**src/hdl/greedy_change_maker_assert.svh**
```systemverilog
// assertion macros for the greedy change maker
`ifndef GREEDY_CHANGE_MAKER_ASSERT_SVH
`define GREEDY_CHANGE_MAKER_ASSERT_SVH

// condition holds at every edge out of reset
`define GCM_ASSERT(lbl, expr, msg) \
   lbl: assert property (@(posedge clock) disable iff (reset) (expr)) else $error(msg);

// consequent holds in the cycle after the antecedent
`define GCM_ASSERT_NEXT(lbl, pre, post, msg) \
   lbl: assert property (@(posedge clock) disable iff (reset) (pre) |=> (post)) \
      else $error(msg);

`endif

```
**src/hdl/gcm_pkg.sv**
```systemverilog
// shared constants, types and codes of the greedy change maker
`timescale 1ns / 1ps
`default_nettype none

package gcm_pkg;

   localparam int NUM_SLOTS  = 4;
   localparam int SLOT_W     = (NUM_SLOTS > 1) ? $clog2(NUM_SLOTS) : 1;
   localparam int CFG_SLOTS  = 4;
   localparam int COUNT_W    = 3;
   localparam int VALUE_W    = 16;
   localparam int AMOUNT_W   = 16;
   localparam int SLOT_IN_W  = 2;
   localparam int STOCK_W    = 8;
   localparam int BIT_W      = $clog2(STOCK_W);
   localparam int CSR_IDX_W  = 3;
   localparam int REQ_DATA_W = 32;
   localparam int RSP_DATA_W = 16;

   localparam logic [COUNT_W-1:0] COUNT_RESET = 3'd4;

   localparam logic [CSR_IDX_W-1:0] CSR_DENOM_COUNT = 3'd0;
   localparam logic [CSR_IDX_W-1:0] CSR_DENOM_VALUE = 3'd1;

   localparam logic OP_CHANGE = 1'b0;
   localparam logic OP_SET    = 1'b1;

   typedef struct packed {
      logic [COUNT_W-1:0]                denom_count;
      logic [NUM_SLOTS-1:0][VALUE_W-1:0] denom_value;
   } cfg_type;

   typedef enum logic [1:0] {
      ST_IDLE,
      ST_SLOT,
      ST_STEP,
      ST_OUT
   } state_type;

   function automatic logic [VALUE_W-1:0] denom_reset(input int s);
      logic [VALUE_W-1:0] v;
      unique case (s)
         0: v = 16'd1;
         1: v = 16'd2;
         2: v = 16'd5;
         3: v = 16'd10;
         default: v = '0;
      endcase
      return v;
   endfunction

endpackage

`default_nettype wire

```
**src/hdl/gcm_cfg.sv**
```systemverilog
// configuration registers: active slot count and denomination values
`timescale 1ns / 1ps
`default_nettype none

module gcm_cfg (
   input  wire logic                          clock,
   input  wire logic                          reset,
   input  wire logic                          csr_we,
   input  wire logic [gcm_pkg::CSR_IDX_W-1:0] csr_index,
   input  wire logic [gcm_pkg::VALUE_W-1:0]   csr_wdata,
   output gcm_pkg::cfg_type                   cfg
);
   import gcm_pkg::*;

   cfg_type cfg_ff;
   cfg_type cfg_in;

   always_comb begin
      cfg_in = cfg_ff;
      if (csr_we) begin
         if (csr_index == CSR_DENOM_COUNT) begin
            cfg_in.denom_count = csr_wdata[COUNT_W-1:0];
         end
         for (int s = 0; s < NUM_SLOTS; s++) begin
            if (s < CFG_SLOTS && csr_index == CSR_DENOM_VALUE + CSR_IDX_W'(s)) begin
               cfg_in.denom_value[s] = csr_wdata;
            end
         end
      end
   end

   always_ff @(posedge clock) begin
      if (reset) begin
         cfg_ff.denom_count <= COUNT_RESET;
         for (int s = 0; s < NUM_SLOTS; s++) begin
            cfg_ff.denom_value[s] <= denom_reset(s);
         end
      end else begin
         cfg_ff <= cfg_in;
      end
   end

   assign cfg = cfg_ff;

endmodule

`default_nettype wire

```
**src/hdl/gcm_unit.sv**
```systemverilog
// shift-subtract step: tries one bit of the coin count against amount and stock
`timescale 1ns / 1ps
`default_nettype none

module gcm_unit (
   input  wire logic [gcm_pkg::VALUE_W-1:0]  denom,
   input  wire logic [gcm_pkg::AMOUNT_W-1:0] rem,
   input  wire logic [gcm_pkg::STOCK_W-1:0]  take,
   input  wire logic [gcm_pkg::STOCK_W-1:0]  stock,
   input  wire logic [gcm_pkg::BIT_W-1:0]    bit_pos,
   output logic      [gcm_pkg::STOCK_W-1:0]  take_next,
   output logic      [gcm_pkg::AMOUNT_W-1:0] rem_next
);
   import gcm_pkg::*;

   localparam int WIDE_W = VALUE_W + STOCK_W;

   logic [WIDE_W-1:0]  denom_shift;
   logic [WIDE_W-1:0]  rem_wide;
   logic [STOCK_W-1:0] trial;
   logic               fits;

   always_comb begin
      denom_shift = WIDE_W'(denom) << bit_pos;
      rem_wide    = WIDE_W'(rem);
      trial       = take | (STOCK_W'(1) << bit_pos);
      fits        = (denom_shift <= rem_wide) && (trial <= stock);
      take_next   = fits ? trial : take;
      rem_next    = fits ? (rem - denom_shift[AMOUNT_W-1:0]) : rem;
   end

endmodule

`default_nettype wire

```
**src/hdl/greedy_change_maker.sv**
```systemverilog
// greedy change maker top level: sequencer, coin stock and result port
//
// req channel: one word per request. tuser carries op: set stock (1) or make change (0).
// A set-stock word updates the slot's coin count in the cycle it is accepted and
// gives no result. A change word pays out its amount from the highest active slot
// down, then returns one rsp word per active slot, slot 0 first, tlast on the
// highest. tuser on rsp is the success flag, equal on all words of a request.
// Each paying slot is worked by the one shift-subtract unit, one coin-count bit per
// cycle: each slot passes the slot state, and a paying slot then the step state
// once per coin-count bit; the results follow in the output state. req_tready is
// low from a change request until its last rsp word is taken; a stall on rsp holds
// the current word.
// Reset restores the denominations 1, 2, 5, 10 with four active slots and empties
// every coin stock. The csr port writes a register; the user must write it only while idle (not enforced).
`timescale 1ns / 1ps
`default_nettype none
`include "greedy_change_maker_assert.svh"

module greedy_change_maker (
   input  wire logic                           clock,
   input  wire logic                           reset,
   input  wire logic                           csr_we,
   input  wire logic [gcm_pkg::CSR_IDX_W-1:0]  csr_index,
   input  wire logic [gcm_pkg::VALUE_W-1:0]    csr_wdata,
   input  wire logic                           req_tvalid,
   output logic                                req_tready,
   // amount [15:0], slot [17:16], stock_value [25:18]
   input  wire logic [gcm_pkg::REQ_DATA_W-1:0] req_tdata,
   // op
   input  wire logic                           req_tuser,
   output logic                                rsp_tvalid,
   input  wire logic                           rsp_tready,
   // slot_out [1:0], coins_used [9:2]
   output logic      [gcm_pkg::RSP_DATA_W-1:0] rsp_tdata,
   // success
   output logic                                rsp_tuser,
   output logic                                rsp_tlast
);
   import gcm_pkg::*;

   cfg_type cfg;

   state_type           state_ff, state_in;
   logic [AMOUNT_W-1:0] rem_ff, rem_in;
   logic [SLOT_W-1:0]   slot_idx_ff, slot_idx_in;
   logic [SLOT_W-1:0]   last_idx_ff, last_idx_in;
   logic [SLOT_W-1:0]   out_idx_ff, out_idx_in;
   logic [BIT_W-1:0]    bit_ff, bit_in;
   logic [STOCK_W-1:0]  take_ff, take_in;
   logic [STOCK_W-1:0]  stock_ff [NUM_SLOTS];
   logic [STOCK_W-1:0]  stock_in [NUM_SLOTS];
   logic [STOCK_W-1:0]  used_ff [NUM_SLOTS];
   logic [STOCK_W-1:0]  used_in [NUM_SLOTS];

   logic [AMOUNT_W-1:0]  req_amount;
   logic [SLOT_IN_W-1:0] req_slot;
   logic [STOCK_W-1:0]   req_stock;
   logic [VALUE_W-1:0]   cur_denom;
   logic [STOCK_W-1:0]   take_next;
   logic [AMOUNT_W-1:0]  rem_next;
   logic [COUNT_W-1:0]   active_count;

   assign req_amount = req_tdata[AMOUNT_W-1:0];
   assign req_slot   = req_tdata[AMOUNT_W+SLOT_IN_W-1:AMOUNT_W];
   assign req_stock  = req_tdata[AMOUNT_W+SLOT_IN_W+STOCK_W-1:AMOUNT_W+SLOT_IN_W];
   assign cur_denom  = cfg.denom_value[slot_idx_ff];

   gcm_cfg u_cfg (
      .clock     (clock),
      .reset     (reset),
      .csr_we    (csr_we),
      .csr_index (csr_index),
      .csr_wdata (csr_wdata),
      .cfg       (cfg)
   );

   gcm_unit u_unit (
      .denom     (cur_denom),
      .rem       (rem_ff),
      .take      (take_ff),
      .stock     (stock_ff[slot_idx_ff]),
      .bit_pos   (bit_ff),
      .take_next (take_next),
      .rem_next  (rem_next)
   );

   always_comb begin
      priority if (int'(cfg.denom_count) > NUM_SLOTS) begin
         active_count = COUNT_W'(NUM_SLOTS);
      end else if (cfg.denom_count == '0) begin
         active_count = COUNT_W'(1);
      end else begin
         active_count = cfg.denom_count;
      end
   end

   always_comb begin
      state_in    = state_ff;
      rem_in      = rem_ff;
      slot_idx_in = slot_idx_ff;
      last_idx_in = last_idx_ff;
      out_idx_in  = out_idx_ff;
      bit_in      = bit_ff;
      take_in     = take_ff;
      stock_in    = stock_ff;
      used_in     = used_ff;
      req_tready  = 1'b0;
      rsp_tvalid  = 1'b0;
      unique case (state_ff)
         ST_IDLE: begin
            req_tready = 1'b1;
            if (req_tvalid) begin
               if (req_tuser == OP_SET) begin
                  if (int'(req_slot) < NUM_SLOTS) begin
                     stock_in[SLOT_W'(req_slot)] = req_stock;
                  end
               end else begin
                  rem_in      = req_amount;
                  last_idx_in = SLOT_W'(active_count - COUNT_W'(1));
                  slot_idx_in = SLOT_W'(active_count - COUNT_W'(1));
                  for (int s = 0; s < NUM_SLOTS; s++) begin
                     used_in[s] = '0;
                  end
                  state_in = ST_SLOT;
               end
            end
         end
         ST_SLOT: begin
            if (cur_denom == '0 || rem_ff == '0) begin
               if (slot_idx_ff == '0) begin
                  out_idx_in = '0;
                  state_in   = ST_OUT;
               end else begin
                  slot_idx_in = slot_idx_ff - SLOT_W'(1);
               end
            end else begin
               bit_in   = BIT_W'(STOCK_W - 1);
               take_in  = '0;
               state_in = ST_STEP;
            end
         end
         ST_STEP: begin
            take_in = take_next;
            rem_in  = rem_next;
            bit_in  = bit_ff - BIT_W'(1);
            if (bit_ff == '0) begin
               stock_in[slot_idx_ff] = stock_ff[slot_idx_ff] - take_next;
               used_in[slot_idx_ff]  = take_next;
               if (slot_idx_ff == '0) begin
                  out_idx_in = '0;
                  state_in   = ST_OUT;
               end else begin
                  slot_idx_in = slot_idx_ff - SLOT_W'(1);
                  state_in    = ST_SLOT;
               end
            end
         end
         ST_OUT: begin
            rsp_tvalid = 1'b1;
            if (rsp_tready) begin
               if (out_idx_ff == last_idx_ff) begin
                  state_in = ST_IDLE;
               end else begin
                  out_idx_in = out_idx_ff + SLOT_W'(1);
               end
            end
         end
         default: begin
            state_in = ST_IDLE;
         end
      endcase
   end

   always_ff @(posedge clock) begin
      if (reset) begin
         state_ff <= ST_IDLE;
         for (int s = 0; s < NUM_SLOTS; s++) begin
            stock_ff[s] <= '0;
         end
      end else begin
         state_ff <= state_in;
         stock_ff <= stock_in;
      end
   end

   always_ff @(posedge clock) begin
      rem_ff      <= rem_in;
      slot_idx_ff <= slot_idx_in;
      last_idx_ff <= last_idx_in;
      out_idx_ff  <= out_idx_in;
      bit_ff      <= bit_in;
      take_ff     <= take_in;
      used_ff     <= used_in;
   end

   assign rsp_tdata = RSP_DATA_W'({used_ff[out_idx_ff], SLOT_IN_W'(out_idx_ff)});
   assign rsp_tuser = (rem_ff == '0);
   assign rsp_tlast = (out_idx_ff == last_idx_ff);

   `GCM_ASSERT(a_req_rsp_excl, !(req_tready && rsp_tvalid), "req and rsp open together")
   `GCM_ASSERT(a_take_in_stock, (state_ff != ST_STEP) || (take_ff <= stock_ff[slot_idx_ff]), "coin count above stock")
   `GCM_ASSERT_NEXT(a_last_frees, rsp_tvalid && rsp_tready && rsp_tlast, req_tready, "not ready after last word")
   `GCM_ASSERT_NEXT(a_flag_steady, rsp_tvalid && rsp_tready && !rsp_tlast, rsp_tvalid && (rsp_tuser == $past(rsp_tuser)), "success flag changed within request")

endmodule

`default_nettype wire

```
**config.mk**
```make
export PLATFORM = sky130hd
export DESIGN_NAME = greedy_change_maker
export DESIGN_NICKNAME = d
export VERILOG_FILES = /design/src/hdl/gcm_pkg.sv /design/src/hdl/gcm_cfg.sv /design/src/hdl/gcm_unit.sv /design/src/hdl/greedy_change_maker.sv
export VERILOG_INCLUDE_DIRS = /design/src /design/src/hdl
export SDC_FILE = /design/constraint.sdc
export NUM_CORES = 1
export LEC_CHECK = 0
export ABC_AREA = 1
export BUFFER_PORTS_ARGS = -buffer_cell sky130_fd_sc_hd__buf_2
export CORE_MARGIN = 5
export CORE_UTILIZATION = 36
export DETAILED_ROUTE_END_ITERATION = 10
export PLACE_DENSITY_LB_ADDON = 0.1
export SLEW_MARGIN = 5
export SYNTH_ARGS = -nofsm -noshare
export SYNTH_HDL_FRONTEND = slang
export SYNTH_SLANG_ARGS = --single-unit
```
**constraint.sdc**
```tcl
create_clock -name clock -period 11.5 [get_ports clock]
set_input_delay 3.45 -clock clock [delete_from_list [all_inputs] [get_ports clock]]
set_output_delay 3.45 -clock clock [all_outputs]
set_load 0.05 [all_outputs]
```
==> out/summary.txt <==
Result of the run - finished, final reports clean
Class of the tightest hold or removal check - flop to flop
Setup TNS - 0 ns
XOR/XNOR share of the synthesized area - 1.360%
Count of standard-cell rows - 61
Most used flip-flop cell after synthesis - dfxtp_1
WL met2 - 13.34 mm
Initial core utilization - 36.56%
Area grow syn2layout - 11.91%
Ranking of synthesized cells by area - dfxtp_1 (20%), edfxtp_1 (19%), nand2_1 (10%), o21ai_0 (9.5%), ha_1 (7.2%)
Total GRT Usage - 19.55%
Setup fix buffers added after clock tree synthesis - 0
Final hold violations - 0
Max-slew violation total from the final report - 0
Adder and majority gate portion of the synthesized area - 7.620%
Leakage - 5.003 nW
Main combinational cell family by area after synthesis - simple AND/OR/NAND/NOR gates
Total power per unit cell area - 273.5 nW/um^2
Global-route wire length before repair - 49.51 mm
Detailed Route WL - 30.62 mm
Die Span X - 178.4 um
GP Congestion - 0.8457
Mapped Avg Cell Area - 7.223 um^2
Number of antenna violations at the first check in global routing - 0
Clock tree from TritonCTS - yes
Sequential fraction of the synthesis area - 38.91%
Count of nets after finishing - 1564
Vertical die dimension - 178.4 um
Drt initial violations - 695
Setup WS post-layout - 5.320 ns
Crit path launch type - flop
Post-DP HPWL - 20.87 mm
Cell with the largest stage delay on the worst path - inv_2
Clock-pin slew reported for the worst setup and hold paths after clock tree synthesis - 0.09 ns
Actual slew at the worst max-slew pin - 1.056 ns
Routed length per placed instance - 16.67 um
Share of the clock period used by the worst path - 53.74%
Family with the most delay on the worst path - compound AO/OA/AOI/OAI gates
Pin count of the biggest net entering global routing - 102
Number of distinct library cell variants in the gate-level netlist after synthesis - 47
Vias in the first global route - 9063
Worst Path Required - 11.88 ns
Top cell type by total area after synthesis - dfxtp_1
Port Buf Inserts - 64
Vias per cell - 5.093
Area share of the leading cell type in the synthesized netlist - 19.80%
Most frequent cell on the critical path - nand2_1
Clock buffer count from CTS - 17
# hold bufs at CTS - 0
Final worst clock skew - 0.01953 ns
Combined area of all synthesized cells - 10210 um^2
Remaining design rule violation count - 0
Fraction of synthesis flops using an asynchronous set or reset pin - 0%
Number of primary I/O pins - 77
Area fraction in compound gates after synthesis - 20.46%
M1 WL - 15.73 mm
Met3 routed WL - 1.316 mm
CTS Sinks - 166
Synthesized-area fraction occupied by and/or/nand/nor cells - 23.07%
H-tree level count - 4
Highest metal used - met4
Setup crit end kind - flop
Remaining max-slew budget at the tightest pin - 29.50%
Internal reg-to-reg setup slack - 5.32 ns
Overall die area - 31840 um^2
Count of antenna-violating nets left after detailed routing - 0
Setup repair after global routing missed its margin - no
Buffer and inverter count on the worst path - 5
Warnings from Yosys - 0
Place WS - 5.339 ns
Synth Register Bits - 166
Fraction of layout instances using a drive strength above 1 - 9.184%
Maximum VDD drop - 0.1444 mV
Slowest stage delay, CP - 0.83 ns
Final Critical Period - 6.180 ns
Longest Clk Path Bufs - 2
Total iterations of the first detailed-routing run - 7
Crit path max fanout - 41
Placeable Area - 27930 um^2
Data arrival time of the critical path - 6.56 ns
Final count of negative-setup-slack endpoints - 0
Instance count of the mapped netlist - 1414
Share of synthesized area spent on multiplexers - 0.1960%
Worst setup path category - flop to flop
Detailed-route via count - 9356
Global route overflow - 0
Number of enable flip-flop cells after synthesis - 65
Maximum Capacitance Violations - 0
Fmax - 0.1618 GHz
Clock insertion delay at the later pin of the skew report - 0.44 ns
Gates resized, CTS repair - 0
Library cell used as clock root buffer - clkbuf_16
Total inserted antenna cells - 0
==> synth_stat cells, types with 4 or more instances <==
cell type	instances
o21ai_0	193
xnor2_1	8
nand3_1	78
clkbuf_1	46
ha_1	59
a21oi_1	132
nor3_1	6
nor4_1	5
o211ai_1	4
dfxtp_1	101
a32oi_1	6
buf_1	4
o21ai_1	6
inv_2	4
nand2_2	4
or2_2	4
edfxtp_1	65
inv_1	141
o22ai_1	11
buf_4	6
nor2_1	166
xor2_1	6
o21bai_1	7
nand2_1	279
buf_2	7
nand4_1	10
a31oi_1	21
nand3_2	5
==> cell families (layout without fill, tap and decap cells) <==
logic type,after synthesis,count (layout)
simple gates,565,565
compound gates,391,391
buf+inv,213,253
flops,166,166
fa+ha+maj,61,61
xor+xnor,15,15
mux,2,2
other cells,1,6
==> final cells by class <==
class | instances | area (um^2)
Fill cell | 3003 | 16500
Multi-Input combinational cell | 1040 | 5413
Sequential cell | 166 | 3974
Inverter | 147 | 551.8
Tap cell | 378 | 473.0
Clock buffer | 17 | 425.4
Timing Repair Buffer | 74 | 395.4
Clock inverter | 15 | 197.7
==> state kept, by name, indices dropped and copies added (netlist names) <==
signal and cells:
u_cfg.cfg 67, stock_ff 32, used_ff 32, rem_ff 16
take_ff 8, bit_ff 3, last_idx_ff 2, out_idx_ff 2
slot_idx_ff 2, state_ff 2
==> power by group <==
group	internal (mW)	leakage (nW)	switching (mW)
Clock	0.302	0.297	0.306
Sequential	0.796	1.44	0.0915
Combinational	0.499	3.27	1.13
Total	1.60	5.00	1.53
==> path summary, 6_finish.rpt <==
kind,startpoint,to,depth (start not counted)
worst max-delay path,slot_idx_ff[1]$_DFFE_PP_,stock_ff[5]$_SDFFE_PP0P_,28
worst min-delay path,u_cfg.cfg[37]$_SDFFE_PP0P_,u_cfg.cfg[37]$_SDFFE_PP0P_,2
worst max register to register,slot_idx_ff[1]$_DFFE_PP_,stock_ff[5]$_SDFFE_PP0P_,28
worst min register to register,u_cfg.cfg[37]$_SDFFE_PP0P_,u_cfg.cfg[37]$_SDFFE_PP0P_,2
==> placed cells by master, fill, tap and decap left out, types with 2 or more instances in the layout <==
| cell type | Yosys | final |
|---|---|---|
| nand4_1 | 10 | 10 |
| nand2_1 | 279 | 279 |
| clkinv_8 | 0 | 3 |
| mux2i_1 | 2 | 2 |
| fa_1 | 2 | 2 |
| a32oi_1 | 6 | 6 |
| nand2_4 | 3 | 3 |
| nand2_2 | 4 | 4 |
| nor3_1 | 6 | 6 |
| a31oi_1 | 21 | 21 |
| o21a_1 | 3 | 3 |
| a21oi_1 | 132 | 132 |
| o211ai_1 | 4 | 4 |
| nor2_2 | 1 | 2 |
| xnor2_1 | 8 | 8 |
| inv_2 | 4 | 6 |
| ha_1 | 59 | 59 |
| buf_4 | 6 | 10 |
| clkinv_1 | 2 | 2 |
| nand3_1 | 78 | 78 |
| o21bai_1 | 7 | 7 |
| dfxtp_1 | 101 | 101 |
| clkbuf_16 | 0 | 17 |
| conb_1 | 1 | 6 |
| o22ai_1 | 11 | 11 |
| nor2_1 | 166 | 165 |
| or2_2 | 4 | 4 |
| clkinv_4 | 0 | 3 |
| nor4_1 | 5 | 5 |
| edfxtp_1 | 65 | 65 |
| o2111ai_1 | 2 | 2 |
| inv_1 | 141 | 139 |
| o21ai_1 | 6 | 6 |
| nand3_2 | 5 | 5 |
| inv_8 | 0 | 3 |
| buf_2 | 7 | 64 |
| xor2_1 | 6 | 6 |
| o21ai_0 | 193 | 193 |
| inv_12 | 0 | 5 |
==> through the flow <==
stage	instance area [um^2]	hold slack, ns	power, mW	std cells	util (%)
after floorplan	10230	0.4245	2.080	1419	-
after global placement	10810	0.4339	2.521	1805	38.69
after detailed placement	10810	0.4421	2.527	1805	38.69
final	11430	0.4497	3.126	1837	40.92
after global routing	11430	0.4678	3.401	1837	40.92
after CTS	11430	0.4533	3.147	1837	40.92
==> layer usage <==
layer,track usage (%),vias to the layer above
met3,2.883,17
met5,0,-
met2,30.24,185
met4,3.614,0
met1,29.18,4362
li1,-,4792
==> worst register-to-register path, delay by kind of cell (launching register included) <==
| kind | cells | cell delay, ns |
|---|---|---|
| compound gates | 8 | 1.96 |
| xor+xnor | 1 | 0.28 |
| fa+ha+maj | 2 | 0.61 |
| buf+inv | 5 | 1.26 |
| flops | 1 | 0.71 |
| simple gates | 12 | 1.32 |
Note: power is estimated with default switching activity, not from simulation.
